<file path="config.mk">
export PLATFORM = sky130hd
export DESIGN_NAME = climate_chamber_controller
export DESIGN_NICKNAME = d
export VERILOG_FILES = /design/src/hdl/ccc_pkg.sv /design/src/hdl/climate_chamber_controller.sv
export SDC_FILE = /design/constraint.sdc
export NUM_CORES = 1
export LEC_CHECK = 0
export ABC_AREA = 1
export BUFFER_PORTS_ARGS = -buffer_cell sky130_fd_sc_hd__buf_2
export CORE_UTILIZATION = 51
export CTS_CLUSTER_SIZE = 10
export DETAILED_ROUTE_END_ITERATION = 12
export PLACE_DENSITY_LB_ADDON = 0.15
export SLEW_MARGIN = 20
export SYNTH_ARGS = -nofsm -noshare
export SYNTH_HDL_FRONTEND = slang
export SYNTH_SLANG_ARGS = --single-unit
</file>
<file path="constraint.sdc">
create_clock -name clock -period 10.3 [get_ports clock]
set_clock_uncertainty 0.2 [all_clocks]
set_input_delay 1.03 -clock clock [delete_from_list [all_inputs] [get_ports clock]]
set_output_delay 1.03 -clock clock [all_outputs]
set_load 0.03 [all_outputs]
</file>
<file path="src/hdl/ccc_pkg.sv">
// shared constants and register indexes for the climate chamber controller
package ccc_pkg;

   localparam int unsigned TEMP_W    = 11;
   localparam int unsigned HUM_W     = 10;
   localparam int unsigned TIME_W    = 32;
   localparam int unsigned MIN_W     = 11;
   localparam int unsigned PCT_W     = 7;
   localparam int unsigned MIST_W    = 16;
   localparam int unsigned CSR_IDX_W = 3;
   localparam int unsigned CSR_DAT_W = 16;
   // minutes times sixty, for an 11 bit minute count
   localparam int unsigned LIM_S_W   = 17;

   localparam logic [TIME_W-1:0] SERVO_HOLD_MS = 32'd10000;
   localparam logic [TIME_W-1:0] MIST_OFF_MS   = 32'd1000;

   typedef enum logic [CSR_IDX_W-1:0] {
      CSR_SETPOINT_TEMP   = 3'd0,
      CSR_EXHAUST_INT_MIN = 3'd1,
      CSR_EXHAUST_OPEN    = 3'd2,
      CSR_DRUM_INT_MIN    = 3'd3,
      CSR_DRUM_ON_MIN     = 3'd4,
      CSR_HUMIDITY_LOW    = 3'd5,
      CSR_HUMIDITY_HIGH   = 3'd6,
      CSR_MIST_ON_MS      = 3'd7
   } csr_index_type;

   typedef enum logic [1:0] {
      STATUS_BOTH   = 2'd0,
      STATUS_FIRST  = 2'd1,
      STATUS_SECOND = 2'd2,
      STATUS_NONE   = 2'd3
   } sensor_status_type;

endpackage

</file>
<file path="src/hdl/climate_chamber_controller.sv">
// climate chamber controller: sensor fusion, cooler, exhaust, drum, servo and misting
//
//   channel | direction | handshake             | payload
//   req_    | in        | req_valid / req_ready | time stamps, two sensor readings
//   rsp_    | out       | rsp_valid / rsp_ready | drive outputs, fused readings, status
//   csr_    | in        | csr_valid / csr_ready | csr_index, csr_wdata
//
// one transaction per cycle unless the result stalls; a taken request passes through the
// input register, then the result register; the single pass in between sets the rate.
// control state is updated as an item moves into the result register.
// synchronous active-high reset restores the register defaults, clears the control state and both valid flags.
// a stalled result holds the pipe; the input register still fills while it waits, if it is empty.
module climate_chamber_controller (
   input  logic                               clock,
   input  logic                               reset,
   input  logic                               req_valid,
   output logic                               req_ready,
   input  logic [ccc_pkg::TIME_W-1:0]         req_now_seconds,
   input  logic [ccc_pkg::TIME_W-1:0]         req_now_ms,
   input  logic signed [ccc_pkg::TEMP_W-1:0]  req_temp_a,
   input  logic [ccc_pkg::HUM_W-1:0]          req_hum_a,
   input  logic                               req_ok_a,
   input  logic signed [ccc_pkg::TEMP_W-1:0]  req_temp_b,
   input  logic [ccc_pkg::HUM_W-1:0]          req_hum_b,
   input  logic                               req_ok_b,
   output logic                               rsp_valid,
   input  logic                               rsp_ready,
   output logic                               rsp_cooler_on,
   output logic                               rsp_pump_on,
   output logic                               rsp_exhaust_open,
   output logic                               rsp_servo_power,
   output logic                               rsp_drum_on,
   output logic signed [ccc_pkg::TEMP_W-1:0]  rsp_avg_temp_out,
   output logic [ccc_pkg::HUM_W-1:0]          rsp_avg_hum_out,
   output logic [1:0]                         rsp_sensor_status,
   input  logic                               csr_valid,
   output logic                               csr_ready,
   input  logic [ccc_pkg::CSR_IDX_W-1:0]      csr_index,
   input  logic [ccc_pkg::CSR_DAT_W-1:0]      csr_wdata
);

   // configuration registers
   logic signed [ccc_pkg::TEMP_W-1:0] setpoint_ff;
   logic [ccc_pkg::MIN_W-1:0]         exh_int_ff, exh_open_ff, drum_int_ff, drum_on_min_ff;
   logic [ccc_pkg::PCT_W-1:0]         hum_low_ff, hum_high_ff;
   logic [ccc_pkg::MIST_W-1:0]        mist_on_ff;

   // input register
   logic                              s1_valid_ff;
   logic [ccc_pkg::TIME_W-1:0]        s1_sec_ff, s1_ms_ff;
   logic signed [ccc_pkg::TEMP_W-1:0] s1_ta_ff, s1_tb_ff;
   logic [ccc_pkg::HUM_W-1:0]         s1_ha_ff, s1_hb_ff;
   logic                              s1_oka_ff, s1_okb_ff;

   // control state
   logic signed [ccc_pkg::TEMP_W-1:0] avg_temp_ff, avg_temp_in;
   logic [ccc_pkg::HUM_W-1:0]         avg_hum_ff, avg_hum_in;
   logic                              exh_open_st_ff, exh_open_st_in;
   logic [ccc_pkg::TIME_W-1:0]        exh_mark_ff, exh_mark_in;
   logic                              drum_st_ff, drum_st_in;
   logic [ccc_pkg::TIME_W-1:0]        drum_mark_ff, drum_mark_in;
   logic                              servo_ff, servo_in;
   logic [ccc_pkg::TIME_W-1:0]        servo_ms_ff, servo_ms_in;
   logic                              pump_ff, pump_in;
   logic                              pulse_ff, pulse_in;
   logic [ccc_pkg::TIME_W-1:0]        pump_start_ff, pump_start_in;
   logic [ccc_pkg::TIME_W-1:0]        pump_off_ff, pump_off_in;
   logic                              cooler_in;
   logic [1:0]                        status_in;

   // result register
   logic                              rsp_valid_ff;
   logic                              cooler_ff;
   logic [1:0]                        status_ff;

   logic advance;
   assign advance   = ~rsp_valid_ff | rsp_ready;
   assign req_ready = ~s1_valid_ff | advance;
   assign csr_ready = 1'b1;

   // ---------------------------------------------------------------- fusion
   logic signed [ccc_pkg::TEMP_W:0] t_sum, t_adj;
   logic [ccc_pkg::HUM_W:0]         h_sum;

   always_comb begin
      t_sum = {s1_ta_ff[ccc_pkg::TEMP_W-1], s1_ta_ff} + {s1_tb_ff[ccc_pkg::TEMP_W-1], s1_tb_ff};
      // round toward zero for negative odd sums
      t_adj = t_sum + {{ccc_pkg::TEMP_W{1'b0}}, t_sum[ccc_pkg::TEMP_W]};
      h_sum = {1'b0, s1_ha_ff} + {1'b0, s1_hb_ff};
      avg_temp_in = avg_temp_ff;
      avg_hum_in  = avg_hum_ff;
      status_in   = ccc_pkg::STATUS_NONE;
      if (s1_oka_ff && s1_okb_ff) begin
         avg_temp_in = t_adj[ccc_pkg::TEMP_W:1];
         avg_hum_in  = h_sum[ccc_pkg::HUM_W:1];
         status_in   = ccc_pkg::STATUS_BOTH;
      end else if (s1_oka_ff) begin
         avg_temp_in = s1_ta_ff;
         avg_hum_in  = s1_ha_ff;
         status_in   = ccc_pkg::STATUS_FIRST;
      end else if (s1_okb_ff) begin
         avg_temp_in = s1_tb_ff;
         avg_hum_in  = s1_hb_ff;
         status_in   = ccc_pkg::STATUS_SECOND;
      end
   end

   // ------------------------------------------------------- exhaust, servo, drum
   logic [ccc_pkg::MIN_W-1:0]   exh_lim, drum_lim;
   logic [ccc_pkg::LIM_S_W-1:0] exh_lim_s, drum_lim_s;
   logic [ccc_pkg::TIME_W-1:0]  exh_dt, drum_dt, servo_dt;
   logic                        exh_toggle, drum_toggle;

   always_comb begin
      exh_lim  = exh_open_st_ff ? exh_open_ff : exh_int_ff;
      drum_lim = drum_st_ff ? drum_on_min_ff : drum_int_ff;
      // whole minutes >= limit is the same as seconds >= limit * 60
      exh_lim_s  = ({6'd0, exh_lim} << 6) - ({6'd0, exh_lim} << 2);
      drum_lim_s = ({6'd0, drum_lim} << 6) - ({6'd0, drum_lim} << 2);
      exh_dt     = s1_sec_ff - exh_mark_ff;
      drum_dt    = s1_sec_ff - drum_mark_ff;
      exh_toggle  = exh_dt >= {{(ccc_pkg::TIME_W-ccc_pkg::LIM_S_W){1'b0}}, exh_lim_s};
      drum_toggle = drum_dt >= {{(ccc_pkg::TIME_W-ccc_pkg::LIM_S_W){1'b0}}, drum_lim_s};
      servo_dt    = s1_ms_ff - servo_ms_ff;

      exh_open_st_in = exh_open_st_ff ^ exh_toggle;
      exh_mark_in    = exh_toggle ? s1_sec_ff : exh_mark_ff;
      drum_st_in     = drum_st_ff ^ drum_toggle;
      drum_mark_in   = drum_toggle ? s1_sec_ff : drum_mark_ff;

      // a fresh move cannot expire on the same tick
      servo_in    = servo_ff;
      servo_ms_in = servo_ms_ff;
      if (exh_toggle) begin
         servo_in    = 1'b1;
         servo_ms_in = s1_ms_ff;
      end else if (servo_ff && servo_dt >= ccc_pkg::SERVO_HOLD_MS) begin
         servo_in = 1'b0;
      end
   end

   // --------------------------------------------------------- cooler, misting
   logic [ccc_pkg::TEMP_W-1:0]      low10, high10;
   logic signed [ccc_pkg::TEMP_W:0] stop10;
   logic [ccc_pkg::TIME_W-1:0]      start_dt, off_dt;
   logic                            started, stopped;

   always_comb begin
      cooler_in = avg_temp_in > setpoint_ff;
      low10  = ({4'd0, hum_low_ff} << 3) + ({4'd0, hum_low_ff} << 1);
      high10 = ({4'd0, hum_high_ff} << 3) + ({4'd0, hum_high_ff} << 1);
      stop10 = $signed({1'b0, high10}) - 12'sd10;
      start_dt = s1_ms_ff - pump_start_ff;
      off_dt   = s1_ms_ff - pump_off_ff;

      pump_in       = pump_ff;
      pulse_in      = pulse_ff;
      pump_start_in = pump_start_ff;
      pump_off_in   = pump_off_ff;
      started       = 1'b0;
      stopped       = 1'b0;

      if ({1'b0, avg_hum_in} < low10) begin
         if (!pulse_ff) begin
            if (!pump_ff) begin
               pump_start_in = s1_ms_ff;
               pump_in       = 1'b1;
               started       = 1'b1;
            end
            pulse_in = 1'b1;
         end
         // time since start is zero when the pulse begins on this tick
         if (pump_in && (started ? (ccc_pkg::MIST_W'(0) >= mist_on_ff)
                                 : (start_dt >= {16'd0, mist_on_ff}))) begin
            pump_in     = 1'b0;
            pump_off_in = s1_ms_ff;
            stopped     = 1'b1;
         end
         if (!pump_in && pulse_in && !stopped && off_dt >= ccc_pkg::MIST_OFF_MS) begin
            if ($signed({2'b00, avg_hum_in}) >= stop10)
               pulse_in = 1'b0;
         end
      end else begin
         pulse_in = 1'b0;
         pump_in  = 1'b0;
      end
      if ({1'b0, avg_hum_in} >= high10 && pump_in) begin
         pump_in  = 1'b0;
         pulse_in = 1'b0;
      end
   end

   // ----------------------------------------------------------- registers
   always_ff @(posedge clock) begin
      if (reset) begin
         setpoint_ff    <= 11'sd500;
         exh_int_ff     <= 11'd1;
         exh_open_ff    <= 11'd1;
         drum_int_ff    <= 11'd1;
         drum_on_min_ff <= 11'd1;
         hum_low_ff     <= 7'd65;
         hum_high_ff    <= 7'd75;
         mist_on_ff     <= 16'd1000;
      end else if (csr_valid && csr_ready) begin
         unique case (ccc_pkg::csr_index_type'(csr_index))
            ccc_pkg::CSR_SETPOINT_TEMP:   setpoint_ff    <= $signed(csr_wdata[ccc_pkg::TEMP_W-1:0]);
            ccc_pkg::CSR_EXHAUST_INT_MIN: exh_int_ff     <= csr_wdata[ccc_pkg::MIN_W-1:0];
            ccc_pkg::CSR_EXHAUST_OPEN:    exh_open_ff    <= csr_wdata[ccc_pkg::MIN_W-1:0];
            ccc_pkg::CSR_DRUM_INT_MIN:    drum_int_ff    <= csr_wdata[ccc_pkg::MIN_W-1:0];
            ccc_pkg::CSR_DRUM_ON_MIN:     drum_on_min_ff <= csr_wdata[ccc_pkg::MIN_W-1:0];
            ccc_pkg::CSR_HUMIDITY_LOW:    hum_low_ff     <= csr_wdata[ccc_pkg::PCT_W-1:0];
            ccc_pkg::CSR_HUMIDITY_HIGH:   hum_high_ff    <= csr_wdata[ccc_pkg::PCT_W-1:0];
            ccc_pkg::CSR_MIST_ON_MS:      mist_on_ff     <= csr_wdata;
            default: ;
         endcase
      end
   end

   always_ff @(posedge clock) begin
      if (reset) begin
         s1_valid_ff  <= 1'b0;
         rsp_valid_ff <= 1'b0;
      end else begin
         if (req_ready)
            s1_valid_ff <= req_valid;
         if (advance)
            rsp_valid_ff <= s1_valid_ff;
      end
   end

   always_ff @(posedge clock) begin
      if (req_valid && req_ready) begin
         s1_sec_ff <= req_now_seconds;
         s1_ms_ff  <= req_now_ms;
         s1_ta_ff  <= req_temp_a;
         s1_ha_ff  <= req_hum_a;
         s1_oka_ff <= req_ok_a;
         s1_tb_ff  <= req_temp_b;
         s1_hb_ff  <= req_hum_b;
         s1_okb_ff <= req_ok_b;
      end
   end

   always_ff @(posedge clock) begin
      if (reset) begin
         avg_temp_ff    <= '0;
         avg_hum_ff     <= '0;
         exh_open_st_ff <= 1'b0;
         exh_mark_ff    <= '0;
         drum_st_ff     <= 1'b0;
         drum_mark_ff   <= '0;
         servo_ff       <= 1'b0;
         servo_ms_ff    <= '0;
         pump_ff        <= 1'b0;
         pulse_ff       <= 1'b0;
         pump_start_ff  <= '0;
         pump_off_ff    <= '0;
         cooler_ff      <= 1'b0;
         status_ff      <= '0;
      end else if (s1_valid_ff && advance) begin
         avg_temp_ff    <= avg_temp_in;
         avg_hum_ff     <= avg_hum_in;
         exh_open_st_ff <= exh_open_st_in;
         exh_mark_ff    <= exh_mark_in;
         drum_st_ff     <= drum_st_in;
         drum_mark_ff   <= drum_mark_in;
         servo_ff       <= servo_in;
         servo_ms_ff    <= servo_ms_in;
         pump_ff        <= pump_in;
         pulse_ff       <= pulse_in;
         pump_start_ff  <= pump_start_in;
         pump_off_ff    <= pump_off_in;
         cooler_ff      <= cooler_in;
         status_ff      <= status_in;
      end
   end

   // the state registers double as the result register
   assign rsp_valid         = rsp_valid_ff;
   assign rsp_cooler_on     = cooler_ff;
   assign rsp_pump_on       = pump_ff;
   assign rsp_exhaust_open  = exh_open_st_ff;
   assign rsp_servo_power   = servo_ff;
   assign rsp_drum_on       = drum_st_ff;
   assign rsp_avg_temp_out  = avg_temp_ff;
   assign rsp_avg_hum_out   = avg_hum_ff;
   assign rsp_sensor_status = status_ff;

endmodule
</file>
==> flow_summary.ini <==
[outcome]
status = finished, final reports clean

[cells_and_area]
multi_input_area_um2 = 18100
drive_gt1_share_pct = 5.92
register_area_um2 = 8770
fin_nets = 5125
stdcell_count = 5497
num-fill-cells = 5955
syn_to_final_growth_pct = 9.44
utilization_pct = 56.8

[die]
dieArea_um2 = 59900
core.rowCount = 88
coreArea_um2 = 57900
die_x_um = 245
die_h_um = 245
ios = 163
start_util_pct = 51.9

[power]
comb_power_share_pct = 31.4
p_leak_nw = 15.9
seq_power_share_pct = 35.5
power_switching_mw = 1.74
swShare_pct = 35.7
p_clk_share_pct = 33.1
p_int_mw = 3.14
power_density_nw_per_um2 = 148
ir_worst_vdd_mv = 0.131

[clock_tree]
htreeDepth = 2
post_cts_buffers = 0
cts_sinks = 384
cts_buffers = 48
cts_hold_buffers = 0
clockBufferDepth = 3
cts_tree = built
root_buffer = clkbuf_16
cts.clk_slew.worst_paths_ns = 0.06
cts_resized = 0
clkLatencyLatePin_ns = 0.62

[setup_path]
crit_end = servo_ms_ff[5]$_SDFFE_PP0P_
timing.critical_path.arrival_ns = 5.68
reg2reg_from = rsp_exhaust_open$_SDFFE_PP0P_
startpoint = rsp_exhaust_open$_SDFFE_PP0P_
r2r_end = servo_ms_ff[5]$_SDFFE_PP0P_
reg2regPathDepth = 26
r2r_setup_slack_ns = 4.89
cp_slowest_cell = dfxtp_1
critical_path_class = register to register
critPathMaxStageDelay_ns = 0.63
crit_top_cell = nand2_1
worst-path-buf-inv = 4
start_kind = register
crit_path_end_kind = register
cpLargestDelayFamily = simple AND/OR/NAND/NOR gates
path_max_fanout = 79
path_depth = 26
critical_path_required_ns = 10.57

[drt]
vias = 29300
routedWlPerCell_um = 15.5
post-route-drc-count = 0
routed_wl_um = 85000
via_per_inst = 5.33
drt_iter0_drc = 2137
first_pass_iters = 5
ant_nets = 0

[sta]
clock.fmax_mhz = 185
hold_viol = 0
timing.setup.tns_ns = 0
fin_crit_ns = 5.41
relSlewSlack_pct = 27.7
drv_slew = 0
setup_viol = 0
finalCritPeriodShare_pct = 52.5
worst_pin_slew_ns = 1.08
rsz0062_at_grt = no

[logic_synthesis]
ys.flop_type = dfxtp_1
yosysSeqAreaShare_pct = 29.2
syn_nets = 5022
async_flop_share_pct = 0
yosysUniqueCellTypes = 57
syn-cell-area_um2 = 30000
ys_ff_latch = 384
synth-edff-count = 108
postSynthAreaPerCell_um2 = 6.54
yosysWarnings = 0
synthCells = 4595

[global_route]
grt_usage_pct = 28.0
grt_pass1_wl_um = 136000
grt_pass1_vias = 26700
use_met2_pct = 44.7
met3_usage_pct = 4.65
antenna_found_initial = 2
grt_start_max_net_pins = 157
grt-busiest-layer = met2
overflow = 0
use_met1_pct = 38.2

[min_path]
hp-class = register to register

[placed_design]
io_buffer_count = 161
dpl.hpwl_um = 65100
dp_cells = 5413
gp_routability_congestion = 0.976

[flow_run]
cap_violations = 0
## per-layer routing
metal	up-vias	wire length, um
li1	15100	-
met1	13200	40000
met2	773	37100
met3	153	5280
met4	0	2550
met5	-	0
## registers in the layout (all words and copies together) (netlist names), 2 cells and up
name,cells
exh_mark_ff,32
s1_sec_ff,32
exh_int_ff,11
pump_start_ff,32
mist_on_ff,16
s1_hb_ff,10
s1_ms_ff,32
exh_open_ff,11
rsp_avg_temp_out,11
drum_int_ff,11
servo_ms_ff,32
s1_tb_ff,11
hum_low_ff,7
pump_off_ff,32
s1_ha_ff,10
s1_ta_ff,11
setpoint_ff,11
rsp_sensor_status,2
hum_high_ff,7
rsp_avg_hum_out,10
drum_mark_ff,32
drum_on_min_ff,11
## Yosys cell counts, drive strengths merged, types with 18 or more instances
cell type,instances,area share [%]
a21oi,480,8.0
clkbuf,78,0.98
or2,18,0.37
nor3,58,1.0
nand3,293,4.9
ha,286,12
xor2,84,2.4
buf,45,0.84
o21bai,20,0.50
nand2,1131,14
edfxtp,108,11
dfxtp,276,18
nor2,522,6.5
inv,701,8.8
nand4,62,1.3
xnor2,36,1.0
o21ai,272,4.6
## power groups by stage
| stage | combinational (mW) | sequential (mW) | clock (mW) |
|---|---|---|---|
| after floorplan | 1.15 | 1.74 | 0 |
| after global placement | 1.50 | 1.76 | 0 |
| after detailed placement | 1.51 | 1.76 | 0 |
| after CTS | 1.52 | 1.73 | 1.65 |
| after global routing | 1.76 | 1.74 | 1.71 |
| final | 1.53 | 1.73 | 1.61 |
## layout by cell type, fill, tap and decap left out, drive strengths merged, types with 11 or more instances in the layout
cell    count
nor3       58
xnor2      36
ha        286
xor2       84
nand3b     17
a21oi     480
nand2    1131
dfxtp     276
nor4       11
a21o       15
or2        18
clkbuf     72
edfxtp    108
buf       176
nand4      62
o211ai     17
o21bai     20
o21ai     272
nand3     293
nor2      522
inv       705
## worst min path at each step
stage	startpoint	to	depth (start not counted)
2_1_floorplan	drum_on_min_ff[0]$_SDFFE_PP1P_	drum_on_min_ff[0]$_SDFFE_PP1P_	2
3_3_place_gp	drum_on_min_ff[0]$_SDFFE_PP1P_	drum_on_min_ff[0]$_SDFFE_PP1P_	2
3_5_place_dp	drum_on_min_ff[0]$_SDFFE_PP1P_	drum_on_min_ff[0]$_SDFFE_PP1P_	2
4_1_cts	drum_on_min_ff[0]$_SDFFE_PP1P_	drum_on_min_ff[0]$_SDFFE_PP1P_	2
5_1_grt	pump_start_ff[17]$_SDFFE_PP0P_	pump_start_ff[17]$_SDFFE_PP0P_	2
6_report	drum_on_min_ff[0]$_SDFFE_PP1P_	drum_on_min_ff[0]$_SDFFE_PP1P_	2
## worst min-delay path, delay by kind of cell (launching register included)
kind          cells  cell delay [ns]
flops             1             0.32
simple gates      2             0.10
## through the flow
| stage | instance area (um^2) | hold slack [ns] | setup WS (ns) | total power, mW |
|---|---|---|---|---|
| after floorplan | 30000 | 0.221 | 6.08 | 2.89 |
| after global placement | 31400 | 0.237 | 5.09 | 3.25 |
| after detailed placement | 31400 | 0.235 | 4.97 | 3.27 |
| after CTS | 32900 | 0.250 | 4.90 | 4.91 |
| after global routing | 32900 | 0.275 | 4.28 | 5.21 |
| final | 32900 | 0.250 | 4.89 | 4.88 |
## final cells by class
cell class / instances / share of cell area, %
diodes: 2 / 0.0152
clock buffers: 72 / 4.11
clock inverters: 10 / 0.381
inverters: 704 / 8.08
multi-input cells: 3384 / 55.0
flip-flops and latches: 384 / 26.7
well taps: 765 / 2.91
repair buffers: 176 / 2.79
## cell families (layout without fill, tap and decap cells)
kind of cell | Yosys count | after routing | share of synthesized area [%]
AOI/OAI and AO/OA | 845 | 845 | 15.0
xor gates and xnor gates | 120 | 120 | 3.50
adders and majority gates | 295 | 295 | 12.5
buffers and inverters | 827 | 962 | 10.6
DFF | 384 | 384 | 29.2
muxes | 5 | 5 | 0.167
other | 1 | 3 | 0.0125
and+or+nand+nor | 2118 | 2118 | 29.0
(Power assumes the default switching activity.)
